<file path="config.mk">
export PLATFORM = sky130hd
export DESIGN_NAME = quadratic_probe_hash_insert
export DESIGN_NICKNAME = d
export VERILOG_FILES = /design/src/qph_pkg.sv /design/src/qph_mod.sv /design/src/quadratic_probe_hash_insert.sv
export SDC_FILE = /design/constraint.sdc
export NUM_CORES = 2
export LEC_CHECK = 0
export ABC_AREA = 1
export BUFFER_PORTS_ARGS = -buffer_cell sky130_fd_sc_hd__buf_4
export CAP_MARGIN = 20
export CORE_MARGIN = 2
export CORE_UTILIZATION = 55
export DETAILED_ROUTE_END_ITERATION = 8
export PLACE_DENSITY = 0.75
export SKIP_LAST_GASP = 1
export SYNTH_ARGS = -nofsm -noshare
export SYNTH_HDL_FRONTEND = slang
export SYNTH_SLANG_ARGS = --single-unit
</file>
<file path="constraint.sdc">
create_clock -name clk_i -period 3.1 [get_ports clk_i]
set_input_delay 0.155 -clock clk_i [delete_from_list [all_inputs] [get_ports clk_i]]
set_output_delay 0.155 -clock clk_i [all_outputs]
set_load 0.01 [all_outputs]
</file>
<file path="src/qph_pkg.sv">
`default_nettype none

package qph_pkg;

  // Store geometry
  localparam int unsigned TableDepth = 64;
  localparam int unsigned SlotW      = $clog2(TableDepth);

  // Field widths
  localparam int unsigned KeyW   = 31;
  localparam int unsigned SizeW  = 7;
  localparam int unsigned CountW = 7;

  // Register reset and count ceiling
  localparam logic [SizeW-1:0]  SizeReset = SizeW'(11);
  localparam logic [CountW-1:0] CountMax  = {CountW{1'b1}};

  // Operation codes
  localparam logic FuncInsert = 1'b0;
  localparam logic FuncRead   = 1'b1;

  // Result status codes
  typedef enum logic [1:0] {
    StInserted = 2'd0,
    StFull     = 2'd1,
    StOccupied = 2'd2,
    StEmpty    = 2'd3
  } status_e;

endpackage

`default_nettype wire

</file>
<file path="src/qph_mod.sv">
`default_nettype none

// Restoring remainder unit: one dividend bit per cycle.
module qph_mod import qph_pkg::*; (
  input  wire logic             clk_i,
  input  wire logic             rst_ni,
  input  wire logic             start_i,
  input  wire logic [KeyW-1:0]  dividend_i,
  input  wire logic [SizeW-1:0] divisor_i,
  output logic                  done_o,
  output logic [SizeW-1:0]      rem_o
);

  localparam int unsigned CntW = $clog2(KeyW);

  logic [KeyW-1:0]  quo_q;
  logic [SizeW-1:0] rem_q;
  logic [CntW-1:0]  cnt_q;
  logic             run_q;
  logic             done_q;
  logic [SizeW-1:0] trial;
  logic [SizeW-1:0] rem_d;

  // Shift in the next dividend bit and subtract when it fits
  assign trial = {rem_q[SizeW-2:0], quo_q[KeyW-1]};
  assign rem_d = (trial >= divisor_i) ? trial - divisor_i : trial;

  always_ff @(posedge clk_i or negedge rst_ni) begin
    if (!rst_ni) begin
      run_q  <= 1'b0;
      done_q <= 1'b0;
      cnt_q  <= '0;
      rem_q  <= '0;
      quo_q  <= '0;
    end else begin
      done_q <= 1'b0;
      if (start_i) begin
        run_q <= 1'b1;
        cnt_q <= '0;
        rem_q <= '0;
        quo_q <= dividend_i;
      end else if (run_q) begin
        rem_q <= rem_d;
        quo_q <= {quo_q[KeyW-2:0], 1'b0};
        cnt_q <= cnt_q + 1'b1;
        if (cnt_q == CntW'(KeyW - 1)) begin
          run_q  <= 1'b0;
          done_q <= 1'b1;
        end
      end
    end
  end

  assign done_o = done_q;
  assign rem_o  = rem_q;

endmodule

`default_nettype wire

</file>
<file path="src/quadratic_probe_hash_insert.sv">
`default_nettype none

// Open-addressing hash table with quadratic probing.
// Command channel: present func_i, key_i and slot_select_i with start; the
// beat is taken at a rising edge where start is high and busy is low.
// busy stays high until the result has been posted.
// Result channel: status_o, slot_o, value_o and stored_count_o are valid for
// exactly one cycle while done_o is high; the receiver cannot stall them.
// Config channel: cfg_data_i sets table_size on a cfg_valid_i/cfg_ready_o
// beat; write it only while the block is idle.
// Sequence: a read passes from S_IDLE through S_READ to the result register,
// using one key-memory read. An insert computes the home slot with a bit-serial
// remainder over the key bits in S_DIV, then checks the occupancy bits probe by
// probe in S_PROBE until it places the key or reports full; one item is in
// flight at a time.
// Reset empties the table at once (occupancy bits in flops), clears the
// stored count and sets table_size to 11; the key memory is not cleared.
module quadratic_probe_hash_insert import qph_pkg::*; (
  input  wire logic              clk_i,
  input  wire logic              rst_ni,
  input  wire logic              start,
  output logic                   busy,
  input  wire logic              func_i,
  input  wire logic [KeyW-1:0]   key_i,
  input  wire logic [SlotW-1:0]  slot_select_i,
  input  wire logic              cfg_valid_i,
  output logic                   cfg_ready_o,
  input  wire logic [SizeW-1:0]  cfg_data_i,
  output logic                   done_o,
  output logic [1:0]             status_o,
  output logic [SlotW-1:0]       slot_o,
  output logic [KeyW-1:0]        value_o,
  output logic [CountW-1:0]      stored_count_o
);

  typedef enum logic [1:0] {
    S_IDLE,
    S_READ,
    S_DIV,
    S_PROBE
  } state_e;

  state_e            state_q;
  logic [SizeW-1:0]  table_size_q;
  logic [SizeW-1:0]  n_q;
  logic [SizeW-1:0]  n_d;
  logic [KeyW-1:0]   key_q;
  logic [SlotW-1:0]  sel_q;
  logic [SlotW-1:0]  home_q;
  logic [SlotW-1:0]  idx_q;
  logic [SizeW-1:0]  stp_q;
  logic [SizeW-1:0]  i_q;
  logic [TableDepth-1:0] used_q;
  logic [CountW-1:0] count_q;

  logic              done_q;
  status_e           status_q;
  logic [SlotW-1:0]  slot_q;
  logic [KeyW-1:0]   value_q;

  logic [KeyW-1:0]   mem_q [TableDepth];
  logic [KeyW-1:0]   rdata_q;

  logic              accept;
  logic              div_start;
  logic              div_done;
  logic [SizeW-1:0]  div_rem;
  logic              mem_we;
  logic [SizeW-1:0]  sum;
  logic [SizeW-1:0]  idx_nxt;
  logic [SizeW-1:0]  stp_sum;
  logic [SizeW-1:0]  stp_nxt;
  logic [CountW-1:0] count_inc;

  assign accept    = start && !busy;
  assign div_start = accept && (func_i == FuncInsert);

  // Clamp the modulus into 1..TableDepth
  always_comb begin
    if (table_size_q == '0) begin
      n_d = SizeW'(1);
    end else if (table_size_q > SizeW'(TableDepth)) begin
      n_d = SizeW'(TableDepth);
    end else begin
      n_d = table_size_q;
    end
  end

  // Step to the next quadratic probe: idx += 2i+1, both kept below n
  assign sum     = {1'b0, idx_q} + stp_q;
  assign idx_nxt = (sum >= n_q) ? sum - n_q : sum;
  assign stp_sum = stp_q + SizeW'(2);
  assign stp_nxt = (stp_sum >= n_q) ? stp_sum - n_q : stp_sum;

  assign count_inc = (count_q == CountMax) ? count_q : count_q + 1'b1;
  assign mem_we    = (state_q == S_PROBE) && !used_q[idx_q];

  qph_mod u_mod (
    .clk_i      (clk_i),
    .rst_ni     (rst_ni),
    .start_i    (div_start),
    .dividend_i (key_i),
    .divisor_i  (n_d),
    .done_o     (div_done),
    .rem_o      (div_rem)
  );

  // Key memory: write on a successful probe, read for a slot read
  always_ff @(posedge clk_i) begin
    if (mem_we) begin
      mem_q[idx_q] <= key_q;
    end
    if (accept) begin
      rdata_q <= mem_q[slot_select_i];
    end
  end

  // Sequencer, occupancy bits, count and result register
  always_ff @(posedge clk_i or negedge rst_ni) begin
    if (!rst_ni) begin
      state_q      <= S_IDLE;
      table_size_q <= SizeReset;
      n_q          <= SizeW'(1);
      key_q        <= '0;
      sel_q        <= '0;
      home_q       <= '0;
      idx_q        <= '0;
      stp_q        <= '0;
      i_q          <= '0;
      used_q       <= '0;
      count_q      <= '0;
      done_q       <= 1'b0;
      status_q     <= StEmpty;
      slot_q       <= '0;
      value_q      <= '0;
    end else begin
      done_q <= 1'b0;
      if (cfg_valid_i && cfg_ready_o) begin
        table_size_q <= cfg_data_i;
      end
      unique case (state_q)
        S_IDLE: begin
          if (accept) begin
            key_q <= key_i;
            sel_q <= slot_select_i;
            n_q   <= n_d;
            state_q <= (func_i == FuncRead) ? S_READ : S_DIV;
          end
        end
        S_READ: begin
          done_q  <= 1'b1;
          slot_q  <= sel_q;
          if (used_q[sel_q]) begin
            status_q <= StOccupied;
            value_q  <= rdata_q;
          end else begin
            status_q <= StEmpty;
            value_q  <= '0;
          end
          state_q <= S_IDLE;
        end
        S_DIV: begin
          if (div_done) begin
            home_q  <= div_rem[SlotW-1:0];
            idx_q   <= div_rem[SlotW-1:0];
            stp_q   <= (n_q == SizeW'(1)) ? '0 : SizeW'(1);
            i_q     <= '0;
            state_q <= S_PROBE;
          end
        end
        S_PROBE: begin
          if (!used_q[idx_q]) begin
            used_q[idx_q] <= 1'b1;
            count_q  <= count_inc;
            done_q   <= 1'b1;
            status_q <= StInserted;
            slot_q   <= idx_q;
            value_q  <= key_q;
            state_q  <= S_IDLE;
          end else if ((i_q + 1'b1 >= n_q) || (idx_nxt[SlotW-1:0] == home_q)) begin
            // Out of probes or wrapped to home: report full
            done_q   <= 1'b1;
            status_q <= StFull;
            slot_q   <= '0;
            value_q  <= '0;
            state_q  <= S_IDLE;
          end else begin
            idx_q <= idx_nxt[SlotW-1:0];
            stp_q <= stp_nxt;
            i_q   <= i_q + 1'b1;
          end
        end
        default: state_q <= S_IDLE;
      endcase
    end
  end

  assign busy           = (state_q != S_IDLE);
  assign cfg_ready_o    = !busy;
  assign done_o         = done_q;
  assign status_o       = status_q;
  assign slot_o         = slot_q;
  assign value_o        = value_q;
  assign stored_count_o = count_q;

endmodule

`default_nettype wire

</file>
---- Yosys cells after proc, flatten, opt, wreduce, memory -nomap -nowiden ----
Memories as Yosys holds them, arrays and structs flattened. A register that Yosys moved wholly into a read port is not among the register bits.
Index checks and enable logic that the tools add are counted.
operators by class
  add/subtract/negate cells ............... 8
  $mul .................................... 0
  divide/modulo/power cells ............... 0
  $lt $le $gt $ge ......................... 8
  eq/ne operators ......................... 12
  shift-type cells ........................ 0
  multiplexer cells ....................... 58
  bitwise logic cells ..................... 4
  reduce and logical (&&, ||, !) cells .... 21
operators with widths
  kind                   number
  $mux W31               5
  $or A64 B64 Y64        1
  $mux W7                9
  $pmux W31 S2           1
  $mux W6                9
  $ge A7 B7 Y1           4
  $pmux W7 S2            2
  $pmux W6 S2            2
  $mux W1                15
  $add A7 B1 Y7 const B  2
  $lt A6 B7 Y1 const B   2
  $mux W2                7
  $bmux W1 S6            2
  $sub A6 B6 Y6          2
  $mux W5                2
  $pmux W2 S4            1
  $reduce_and A2 Y1      4
  $reduce_bool A2 Y1     4
  $add A6 B7 Y7          1
  $add A7 B2 Y7 const B  1
  $eq A7 B1 Y1 const B   1
  $eq A7 B7 Y1 const B   1
  $gt A7 B7 Y1 const B   1
  $logic_not A7 Y1       1
  other kinds (20)       31
storage, ports and cells
  register bits after elaboration ......... 234
  latch bits .............................. 0
  memory bits (writable) .................. 1984
  bits in read-only memories .............. 0
  input bits .............................. 49
  output and inout bits ................... 49
  logic and storage cells ................. 132
  memories ................................ 1
memory list
  name   words  width  read ports  clocked after memory_dff  write ports  line                               text
  mem_q  64     31     1           1                         1            quadratic_probe_hash_insert.sv:61  logic [KeyW-1:0] mem_q [TableDepth];

---- Logic depth before layout (Yosys ltp) ----
  depth after elaboration ................. 8
  mapped depth ............................ 27
  mapped depth without buffers ............ 26

---- By module ----
Synthesis repeated with hierarchy kept, for this count alone.
unflattened totals
  cell total of the unflattened synthesis .. 7463
  area total of the unflattened synthesis .. 91217.5 sq um
modules (own cells, without submodules)
  module                       times used  cells each  area an instance (sq um)
  quadratic_probe_hash_insert  1           7174        88847.7
  qph_mod                      1           289         2369.8

---- Worst setup path after synthesis ----
No wires, ideal clock.
  path kind ............................... register to register
  from .................................... register idx_q[0]
  to ...................................... register idx_q[1]
  library setup time ...................... 0.129 ns
  arrival time ............................ 3.312 ns
  required time ........................... 2.971 ns
  slack ................................... -0.341 ns
  cell stages (with the launch flop) ...... 28
  buffers on the path ..................... 2
  period minus slack after synthesis ...... 3.441 ns
  path through ............................ dfrtp_1 ha_1 fa_1 nand3_1 nand2_1 nand2_1 nand2_1 a21oi_1 xor2_1 ha_1 nand2_1 inv_2 nand2_1 nand2_2 nor2_8 nand2_8 nand2_2 nand2_1 nand2_1 nand2_1 nor2_2 nand3_2 nand3_2 buf_6 nand2_4 buf_6 nand2_1 o21ai_2
between the ends
  longest elaborated chain between the ends .. 7
ends and longest elaborated chain
  item                                                  line                                text
  from (decl)                                           quadratic_probe_hash_insert.sv:50   logic [SlotW-1:0] idx_q;
  from (signal assigned)                                quadratic_probe_hash_insert.sv:165  idx_q <= div_rem[SlotW-1:0];
  from (signal assigned)                                quadratic_probe_hash_insert.sv:188  idx_q <= idx_nxt[SlotW-1:0];
  $add A6 B7 Y7                                         quadratic_probe_hash_insert.sv:90   assign sum = {1'b0, idx_q} + stp_q;
  $sub A6 B6 Y6 / $ge A7 B7 Y1 (equally long branches)  quadratic_probe_hash_insert.sv:91   assign idx_nxt = (sum >= n_q) ? sum - n_q : sum;
  $mux W6                                               quadratic_probe_hash_insert.sv:91
  $eq A6 B6 Y1                                          quadratic_probe_hash_insert.sv:180  end else if ((i_q + 1'b1 >= n_q) || (idx_nxt[SlotW-1:0] == home_q)) begin
  $logic_or A1 B1 Y1                                    quadratic_probe_hash_insert.sv:180
  $ne A2 B2 Y1 (no line)                                n/a
  $reduce_and A4 Y1 (no line)                           n/a
Parallel ways exist; a longest one is shown, timed or not. The select of a mux whose other input is x is not followed.
A chain may end at the register's enable or synchronous reset.

---- Worst setup path after layout ----
  from .................................... register idx_q[0]
  to ...................................... register value_q[21], in the netlist value_o[21]
between the ends
  longest elaborated chain between the ends .. 7
ends and longest elaborated chain
  item                                                  line                                text
  $add A6 B7 Y7                                         quadratic_probe_hash_insert.sv:90
  $sub A6 B6 Y6 / $ge A7 B7 Y1 (equally long branches)  quadratic_probe_hash_insert.sv:91
  $mux W6                                               quadratic_probe_hash_insert.sv:91
  $eq A6 B6 Y1                                          quadratic_probe_hash_insert.sv:180
  $logic_or A1 B1 Y1                                    quadratic_probe_hash_insert.sv:180
  $ne A3 B2 Y1 (no line)                                n/a
  $reduce_and A2 Y1 (no line)                           n/a
  to (signal assigned)                                  quadratic_probe_hash_insert.sv:155  value_q <= rdata_q;
  to (signal assigned)                                  quadratic_probe_hash_insert.sv:178  value_q <= key_q;
  to (decl)                                             quadratic_probe_hash_insert.sv:59   logic [KeyW-1:0] value_q;
Parallel ways exist; a longest one is shown, timed or not. The select of a mux whose other input is x is not followed.

==> metrics.csv <==
metric,value,unit
r2r_cells,28,
hold_violations,0,
maxCapViolCount,0,
ant_nets,0,
synthesis.area,90700,um2
dieHeight,410,um
synth-edff-count,2015,
drive_gt1_frac,0.152,
max-slew-margin-rel,0.221,
ff2ff_setup_slack,-0.67,ns
cts_num_sinks,2249,
ios,98,
irDropWorstVdd,0.895,mV
dp_hpwl,152000,um
clk_latency,0.88,ns
synthFlopType,edfxtp_1,
outcome,finished with violations,
worstSetupEndpoint,value_o[21],
yosysUniqueCellTypes,54,
grt_max_degree,145,
antenna_found_initial,8,
viasPerCell,6.42,
syn_avg_cell_area,12.4,um2
cts-root-buf,clkbuf_16,
violations,negative setup slack,
powerDensity,813,nW/um2
drtPass1Iterations,8,
crit_slowest_cell,dfrtp_2,
fmax,266,MHz
grt_usage,0.308,
rows,149,
wl_per_cell,26.5,um
syn_nets,7383,
clk_path_buf_depth,3,
synth_seq_cells,2249,
post-route-util,0.649,
start_util,0.552,
min-delay-start,slot_select_i[3],
setup_viol,62,
synth.area.mux_share,0.000772,
cts_inserted_buffers,207,
synth_top_family_by_area,compound AO/OA/AOI/OAI gates,
fin_skew,0.0396,ns
gp_congestion,0.901,
crit_fanout,8,
p_leak,36.8,nW
drv_slew,0,
synthSimpleGateAreaFrac,0.0898,
fp.dieW,410,um
placed_cell_area,97900,um2
coreArea,164000,um2
fin_tns_setup,-36.93,ns
final_nets,7758,
drt_wl_total,266000,um
period_share,1.21,
seq_area_frac_synth,0.732,
yosys.area_share.adder,0.00626,
area_growth,17.7,%
htreeDepth,4,
grt_pass1_wl,386000,um
rsz0062_at_grt,true,
io_buffer_count,97,
cts_tree,built,
endpoint_kind,register,
cp_common_cell,nand2_2,
hold_class,in -> reg,
synthXorXnorAreaFrac,0.00261,
drt_iter0_markers,10700,
dp_cells,9522,
cp.arrival,4.51,ns
syn_inst,7291,
clk_pin_slew,0.07,ns
post-route-min-period,3.77,ns
final_area,107000,um2
critPathLaunch,idx_q[0],
crit_required,3.85,ns
overflow,0,
async_flop_share,0.104,
via_count,64500,
instances_no_fill,10000,
final_common_cell,edfxtp_1,
critPathLaunchType,register,
crit_type,reg -> reg,
final_cell_mix,"edfxtp_1, o21ai_0, nor2_1, o22ai_1, buf_4",
yosys_warnings,0,
critPathMaxStageDelay,0.43,ns
r2r-end,value_o[21],
tightest_slew,1.17,ns
grt_pass1_vias,60800,
drc,0,
fp.dieArea,168000,um2
setup_ws,-0.665,ns
r2r-start,idx_q[0],
synth_compound_area_frac,0.138,
==> layer usage <==
layer,routed length [um],vias up,global-route usage
met1,96700,31600,0.427
met3,35800,642,0.0661
met4,12400,0,0.134
met2,121000,4665,0.474
met5,0,-,0
li1,-,27600,-
==> cells in the mapped netlist, types with 13 or more instances <==
cell type	number	area [um2]
o32ai_1	19	166
ha_1	39	488
o21ai_0	1430	7160
xor2_1	19	166
edfxtp_1	2015	60500
o22ai_1	546	3420
buf_2	96	480
dfrtp_1	228	5710
nor2_1	1375	5160
inv_1	159	597
o221ai_1	66	578
a21oi_1	59	295
o211ai_1	47	353
clkbuf_1	380	1430
nand2_1	472	1770
nand3_1	117	586
or2_1	16	100
o21bai_1	13	97.6
or2_2	18	113
==> cell type report <==
cell class | count | area, um2
sequential | 2249 | 66400
tap | 2189 | 2740
clock buffer | 254 | 5520
multi-input combinational | 4362 | 22500
timing repair buffer | 675 | 7730
antenna | 4 | 10.0
clock inverter | 132 | 1200
inverter | 171 | 681
fill | 11200 | 57700
==> how the worst min path moves through the flow <==
stage / endpoint / slack, ns / depth (start not counted)
floorplan: done_o / -0.14 / 0
global placement: home_q[5] / 0.27 / 1
detailed placement: home_q[5] / 0.27 / 1
CTS: sel_q[3] / 0.004 / 4
global route: sel_q[3] / 0.07 / 4
finish: sel_q[3] / 0.06 / 4
==> cell families (layout without fill, tap and decap cells) <==
kind of cell	count (synthesis)	count (layout)
fa+ha+maj	43	43
compound gates	2234	2234
mux	6	6
xor+xnor	27	27
other cells	0	4
simple gates	2050	2052
buf+inv	682	1232
flops	2249	2249
==> stage by stage <==
| step | power, mW | setup slack, ns | hold WS, ns |
|---|---|---|---|
| floorplan | 50.3 | -0.320 | -0.141 |
| global placement | 58.5 | -0.674 | 0.269 |
| detailed placement | 58.9 | -0.764 | 0.266 |
| CTS | 85.0 | -0.634 | 0.00450 |
| global route | 89.7 | -0.840 | 0.0671 |
| finish | 86.8 | -0.665 | 0.0609 |
==> worst max-delay path: cells and delay by family (launching register included) <==
family,cells,cell delay (ns)
xor gates and xnor gates,1,0.18
AOI/OAI and AO/OA,1,0.13
adders and majority gates,3,0.79
DFF,1,0.43
buffers and inverters,4,0.51
and+or+nand+nor,19,1.59
==> timing repair <==
action	in CTS	in global routing
endpoints found under the setup margin	88	2069
hold buffers	55	0
resized for setup	64	109
pin swaps	11	57
endpoints found under the hold margin	273	0
setup buffers	12	32
gates cloned	6	19
==> state kept, by name (all words and copies together) (netlist names), 31 cells and up <==
register	flops
rdata_q	31
value_o	31
mem_q	1984
used_q	64
key_q	31
u_mod.quo_q	31
==> report_power, final <==
part | internal (mW) | switching (mW) | total [mW]
combinational | 7.01 | 12.7 | 19.7
clock | 14.2 | 11.2 | 25.4
sequential | 38.3 | 3.47 | 41.8
No activity file was read; power rests on OpenSTA's default activity.
